--- config.mk ---
export PLATFORM = sky130hd
export DESIGN_NAME = tet4_queue
export DESIGN_NICKNAME = d
export VERILOG_FILES = /design/src/hdl/tet4_pkg.sv /design/src/hdl/tet4_queue.sv
export SDC_FILE = /design/constraint.sdc
export NUM_CORES = 1
export LEC_CHECK = 0
export BUFFER_PORTS_ARGS = -buffer_cell sky130_fd_sc_hd__buf_2
export CAP_MARGIN = 20
export CORE_MARGIN = 2
export CORE_UTILIZATION = 30
export DETAILED_ROUTE_END_ITERATION = 8
export PLACE_DENSITY = 0.56
export SYNTH_ARGS = -nofsm -noshare
export SYNTH_HDL_FRONTEND = slang
export SYNTH_SLANG_ARGS = --single-unit
--- constraint.sdc ---
create_clock -name clk -period 46.3 [get_ports clk]
set_input_delay 4.63 -clock clk [delete_from_list [all_inputs] [get_ports clk]]
set_output_delay 4.63 -clock clk [all_outputs]
set_load 0.01 [all_outputs]
--- src/hdl/tet4_pkg.sv ---
// Shared types, codes and saturation helpers of the tetrahedron stiffness unit.
`default_nettype none

package tet4_pkg;

    localparam int NUM_NODES  = 4;
    localparam int DIMS       = 3;
    localparam int GRAD_CNT   = NUM_NODES * DIMS;
    localparam int ENTRY_CNT  = DIMS * DIMS;
    localparam int S_TDATA_W  = 136;
    localparam int M_TDATA_W  = 584;

    localparam logic [1:0] NODE_EMIT  = 2'd3;
    localparam logic [1:0] DIM_LAST   = 2'd2;

    localparam logic [1:0] CFG_SHEAR  = 2'd0;
    localparam logic [1:0] CFG_LAMBDA = 2'd1;
    localparam logic [1:0] CFG_WDEV   = 2'd2;
    localparam logic [1:0] CFG_WLAM   = 2'd3;

    typedef struct packed {
        logic [31:0] shear;
        logic [31:0] lambda;
        logic [31:0] wdev;
        logic [31:0] wlam;
    } cfg_t;

    typedef struct packed {
        logic [31:0]                det;
        logic [GRAD_CNT-1:0][31:0]  grad;
    } cmd_t;

    typedef enum logic [3:0] {
        S_IDLE,
        S_C1,
        S_C2,
        S_C3,
        S_C4,
        S_PROD,
        S_TDEV,
        S_TLAM,
        S_OUT
    } bstate_t;

    function automatic logic signed [63:0] sext32(input logic [31:0] v);
        sext32 = {{32{v[31]}}, v};
    endfunction

    function automatic logic signed [127:0] sext64(input logic [63:0] v);
        sext64 = {{64{v[63]}}, v};
    endfunction

    // Clamp a wide signed value to the signed 64-bit range.
    function automatic logic [63:0] sat128(input logic [127:0] v);
        if (v[127:63] == {65{1'b0}} || v[127:63] == {65{1'b1}})
            sat128 = v[63:0];
        else if (v[127])
            sat128 = {1'b1, {63{1'b0}}};
        else
            sat128 = {1'b0, {63{1'b1}}};
    endfunction

    // Flat index of component d of node n (or of entry row n, column d).
    function automatic logic [3:0] gidx(input logic [1:0] n, input logic [1:0] d);
        gidx = ({2'b00, n} << 1) + {2'b00, n} + {2'b00, d};
    endfunction

endpackage

`default_nettype wire

--- src/hdl/tet4_queue.sv ---
// Two-entry command queue between the front end and the compute sequencer.
`default_nettype none

module tet4_queue
    import tet4_pkg::*;
(
    input  wire logic clk,
    input  wire logic rst_n,
    input  wire logic push,
    input  cmd_t      push_cmd,
    output logic      full,
    input  wire logic pop,
    output logic      valid,
    output cmd_t      head
);

    cmd_t       mem_reg [2];
    logic       wr_ptr_reg;
    logic       rd_ptr_reg;
    logic [1:0] count_reg;

    assign full  = (count_reg == 2'd2);
    assign valid = (count_reg != 2'd0);
    assign head  = mem_reg[rd_ptr_reg];

    always_ff @(posedge clk)
    begin
        if (push)
            mem_reg[wr_ptr_reg] <= push_cmd;
    end

    always_ff @(posedge clk or negedge rst_n)
    begin
        if (!rst_n)
        begin
            wr_ptr_reg <= 1'b0;
            rd_ptr_reg <= 1'b0;
            count_reg  <= 2'd0;
        end
        else
        begin
            if (push)
                wr_ptr_reg <= !wr_ptr_reg;
            if (pop)
                rd_ptr_reg <= !rd_ptr_reg;
            if (push && !pop)
                count_reg <= count_reg + 2'd1;
            else if (pop && !push)
                count_reg <= count_reg - 2'd1;
        end
    end

endmodule

`default_nettype wire

# After elaboration in Yosys (flattened, before gate mapping)
# Memories as Yosys holds them, arrays and structs flattened.
# Cells that the tools add are included.
# word_totals
mem_bits_rw,832
wordCells,19
mem_count,1
in_bits,420
ff_bits,4
out_inout_bits,418
# memory_table
name,depth,word_bits,read_ports,rd_clocked_by_memory_dff,wr,line_no,source
mem_reg,2,416,1,0,1,tet4_queue.sv:17,cmd_t mem_reg [2];
# classes
add_sub_neg,2
n_reduce_logical,8
n_eq_ne,1
mux,4
# ops
operator,n
zero test 1 bit,4
2-to-1 mux 2 bit,2
nonzero test 2 bit,2
adder 2 x 1 -> 2 bit (second input constant),1
== test 2 bit (second input constant),1
logical AND 1 bit,2
2-to-1 mux 1 bit,2
subtractor 2 x 1 -> 2 bit (second input constant),1

# Logic depth before layout (Yosys ltp)
# logic_depth
ltp_word,4
mapped_depth,5
mapped_depth_nobuf,5

# Least setup slack after synthesis
# Ideal clock, no wire load.
# synth_timing
path_type,input-to-reg
from,input port push
to,"memory mem_reg[0][0] in the netlist's numbering, enable pin"
arrival_time_ns,22.480
path_stages,1
setup_slack_ns,22.567
required_time_ns,45.047
path_buffers,0
setup_time_ns,1.253
cell_sequence,nor2b_1
# synth_via
elab_chain_cells,2
# synth_lines
item,line_no,source
start: declaration,tet4_queue.sv:9,"input wire logic push,"
2-to-1 mux 1 bit,tet4_queue.sv:28,if (push)
2-to-1 mux 1 bit (not written as such),tet4_queue.sv:29,mem_reg[wr_ptr_reg] <= push_cmd;
end: declaration,tet4_queue.sv:17,
# No other way between the ends.

==> results by group <==
Status
  – Status: finished, final reports clean

Power and ir drop
  – Leak: 14.8 nW
  – Pwr dens: 62.1 nW/um^2
  – Combinational power share: 28.4%
  – Clock power frac: 28.8%
  – Total power: 2.44 mW
  – Switching pwr: 0.705 mW
  – Seq pwr share: 42.8%
  – Peak supply drop: 0.0000449 V
  – P_int: 1.74 mW
  – Sw Ratio: 28.9%

Worst hold path
  – Hold path start: count_reg[1]$_DFFE_PN0P_
  – Worst hold stages: 1
  – WHS Endpoint: count_reg[1]$_DFFE_PN0P_
  – Worst min path class: flop to flop

Floorplanning
  – # IOs: 838
  – Die area: 104000 um^2
  – Die height: 323 um
  – Core area: 101000 um^2
  – Initial Util: 30.1%
  – FP Rows: 117
  – Die W: 323 um

Clock network
  – Inserted Clock Buffers: 90
  – CTS tree: done
  – Max clock buf depth: 3
  – Buffers inserted by post-CTS timing repair: 0
  – Clk slew on worst S/H paths: 0.06 ns
  – Post_cts resized: 0
  – Clock Sinks: 836
  – CTS HTree Levels: 3
  – Root Driver: clkbuf_16
  – Skew-Pair Late Insertion Delay: 0.64 ns
  – Post-CTS Hold Buffers: 0

Cells and area
  – Max FFs per register: 832
  – Sequential cell area: 25100 um^2
  – Area taken by multi-input logic gates: 5150 um^2
  – Nets: 2628
  – Most common cell after layout, fill and taps aside: buf_2
  – Commonest cells after routing, fill and taps aside: buf_2, edfxtp_1, mux2_2
  – Layout cell share with drive strength beyond 1: 61.3%
  – Area Growth Syn to Fin: 28.6%
  – Final core occ: 38.7%
  – Number of fillers in the final layout: 9348

Global routing
  – First-pass GRT wire length: 101 mm
  – Largest net degree at the start of global routing: 155
  – Vias in the first global route: 16400
  – Initial antenna violation count: 31
  – Global route total overflow: 0
  – GRT Total Usage: 13.0%

Yosys
  – Yosys cell types: 14
  – Leading post-synthesis cells by cell area: edfxtp_1, mux2_2, mux2_4
  – Synth Area in Compound Gates: 0%
  – Post-synthesis adder-cell area fraction: 0.0409%
  – Warnings, synthesis: 0
  – Simple-gate share of the synthesized area: 0.0942%
  – Share of the synthesized area in the top cell type: 81.8%
  – Post-Syn Instances: 1310
  – Synth Cell Area: 30600 um^2
  – Cell accounting for the most synthesized area: edfxtp_1
  – Mapped Nets: 1731
  – Xor/xnor share of the synthesized area: 0.143%
  – Largest family of logic cells by synthesized area: multiplexers
  – Mux cell area share after synthesis: 16.6%
  – #FFs+latches synth: 836
  – Seq/Total Area, Yosys: 82.1%
  – Synth Area per Inst: 23.3 um^2

Worst setup path
  – Critical path peak fanout: 139
  – Setup crit start kind: flop
  – Largest stage delay, worst path: 1.00 ns
  – CP required: 41.67 ns
  – R2R Path End: mem_reg[0][221]$_DFFE_PP_
  – R2r startpoint: wr_ptr_reg$_DFFE_PN0P_
  – R2R setup slack: 41.68 ns
  – Critical-path top delay cell: dfrtp_4
  – Worst setup path category: flop to output pin
  – CP Capture Type: output pin
  – Data arrival, critical path: 4.17 ns
  – Reg2Reg Depth: 5
  – Crit-path cells: buf_12, buf_4, mux2_2, buf_2

Timing
  – Setup Viol. Count Final: 0
  – Post-Route Setup TNS: 0 ns
  – Fin Hold WS: 0.501 ns
  – F_max: 114 MHz
  – Slew at the pin with the worst max-slew slack: 1.31 ns
  – Max-slew headroom: 12.7%
  – Worst Skew: 0.0196 ns
  – Final slew viol count: 0
  – Final Hold Fails: 0
  – Post-route clock period utilization: 19.0%
  – RSZ-0062 raised after global routing: no
  – Period minus WS final: 8.80 ns

Placement
  – Detailed placement HPWL: 50.0 mm
  – Placer congestion estimate: 0.792
  – PortBufs: 837

Routing
  – Via count: 15600
  – Post-DR wirelength/cell: 19.7 um
  – Remaining antenna violation count after routing: 0
  – WL final: 72.3 mm
  – Post-route DRC: 0
  – Vias/cell: 4.27
  – Drt initial violations: 855
  – First-pass DRT Iterations: 4

Run
  – Max_cap viols: 0
## power groups by stage
stage / Clock [mW] / Sequential (mW) / Combinational, mW
finish: 0.703 / 1.04 / 0.694
global route: 0.753 / 1.06 / 0.741
CTS: 0.725 / 1.05 / 0.705
detailed placement: 0 / 1.06 / 0.701
global placement: 0 / 1.06 / 0.694
floorplan: 0 / 1.14 / 0.447
## per-layer routing
| metal | GRT usage, % | vias to the layer above | wire, um |
|---|---|---|---|
| met5 | 0 | - | 146 |
| met4 | 6.26 | 22 | 2420 |
| met3 | 5.15 | 149 | 6690 |
| met2 | 23.1 | 599 | 37800 |
| met1 | 13.2 | 7789 | 25300 |
| li1 | - | 7083 | - |
## how the worst max path moves through the flow
stage,startpoint,end,slack [ns],cells after the start
6_report,rd_ptr_reg$_DFFE_PN0P_,head[182],37.50,4
5_1_grt,rd_ptr_reg$_DFFE_PN0P_,head[179],37.33,4
4_1_cts,rd_ptr_reg$_DFFE_PN0P_,head[182],37.47,4
3_5_place_dp,push,mem_reg[0][221]$_DFFE_PP_,37.16,6
3_3_place_gp,push,mem_reg[0][221]$_DFFE_PP_,37.32,6
2_1_floorplan,push,mem_reg[0][0]$_DFFE_PP_,22.57,1
## metrics by stage
stage                     instances  worst slack [ns]  area (um^2)
after floorplan                1310             22.57        30600
after global placement         3481             37.32        36300
after CTS                      3646             37.47        39200
after global routing           3664             37.33        39300
final                          3667             37.50        39300
after detailed placement       3481             37.16        36300
## kinds of logic after synthesis
logic type,Yosys count
AND/OR/NAND/NOR,5
buffers and inverters,47
adder cells (fa/ha/maj),1
flip-flops,836
XOR/XNOR,5
multiplexers,416
## layout make-up
type / instances / share of cell area (%)
antenna: 19 / 0.121
clock buffer: 105 / 5.98
clock inverter: 60 / 1.43
inverter: 1 / 0.00955
multi-input combinational: 427 / 13.1
sequential: 836 / 63.8
tap: 1368 / 4.36
timing repair buffer: 851 / 11.2
## cell usage after synthesis
cell type	number
nor2_1	1
xor2_1	4
nor2b_1	2
mux2_4	100
inv_1	1
or2_2	1
buf_2	31
buf_6	15
xnor2_1	1
ha_1	1
edfxtp_1	832
mux2_2	316
dfrtp_1	4
and2_1	1
## critical path, delay by kind of cell (launching register included)
| kind | cells | cell delay, ns |
|---|---|---|
| buffers and inverters | 3 | 1.61 |
| flip-flops | 1 | 1.00 |
| multiplexers | 1 | 0.43 |
No activity file was read; power rests on OpenSTA's default activity.
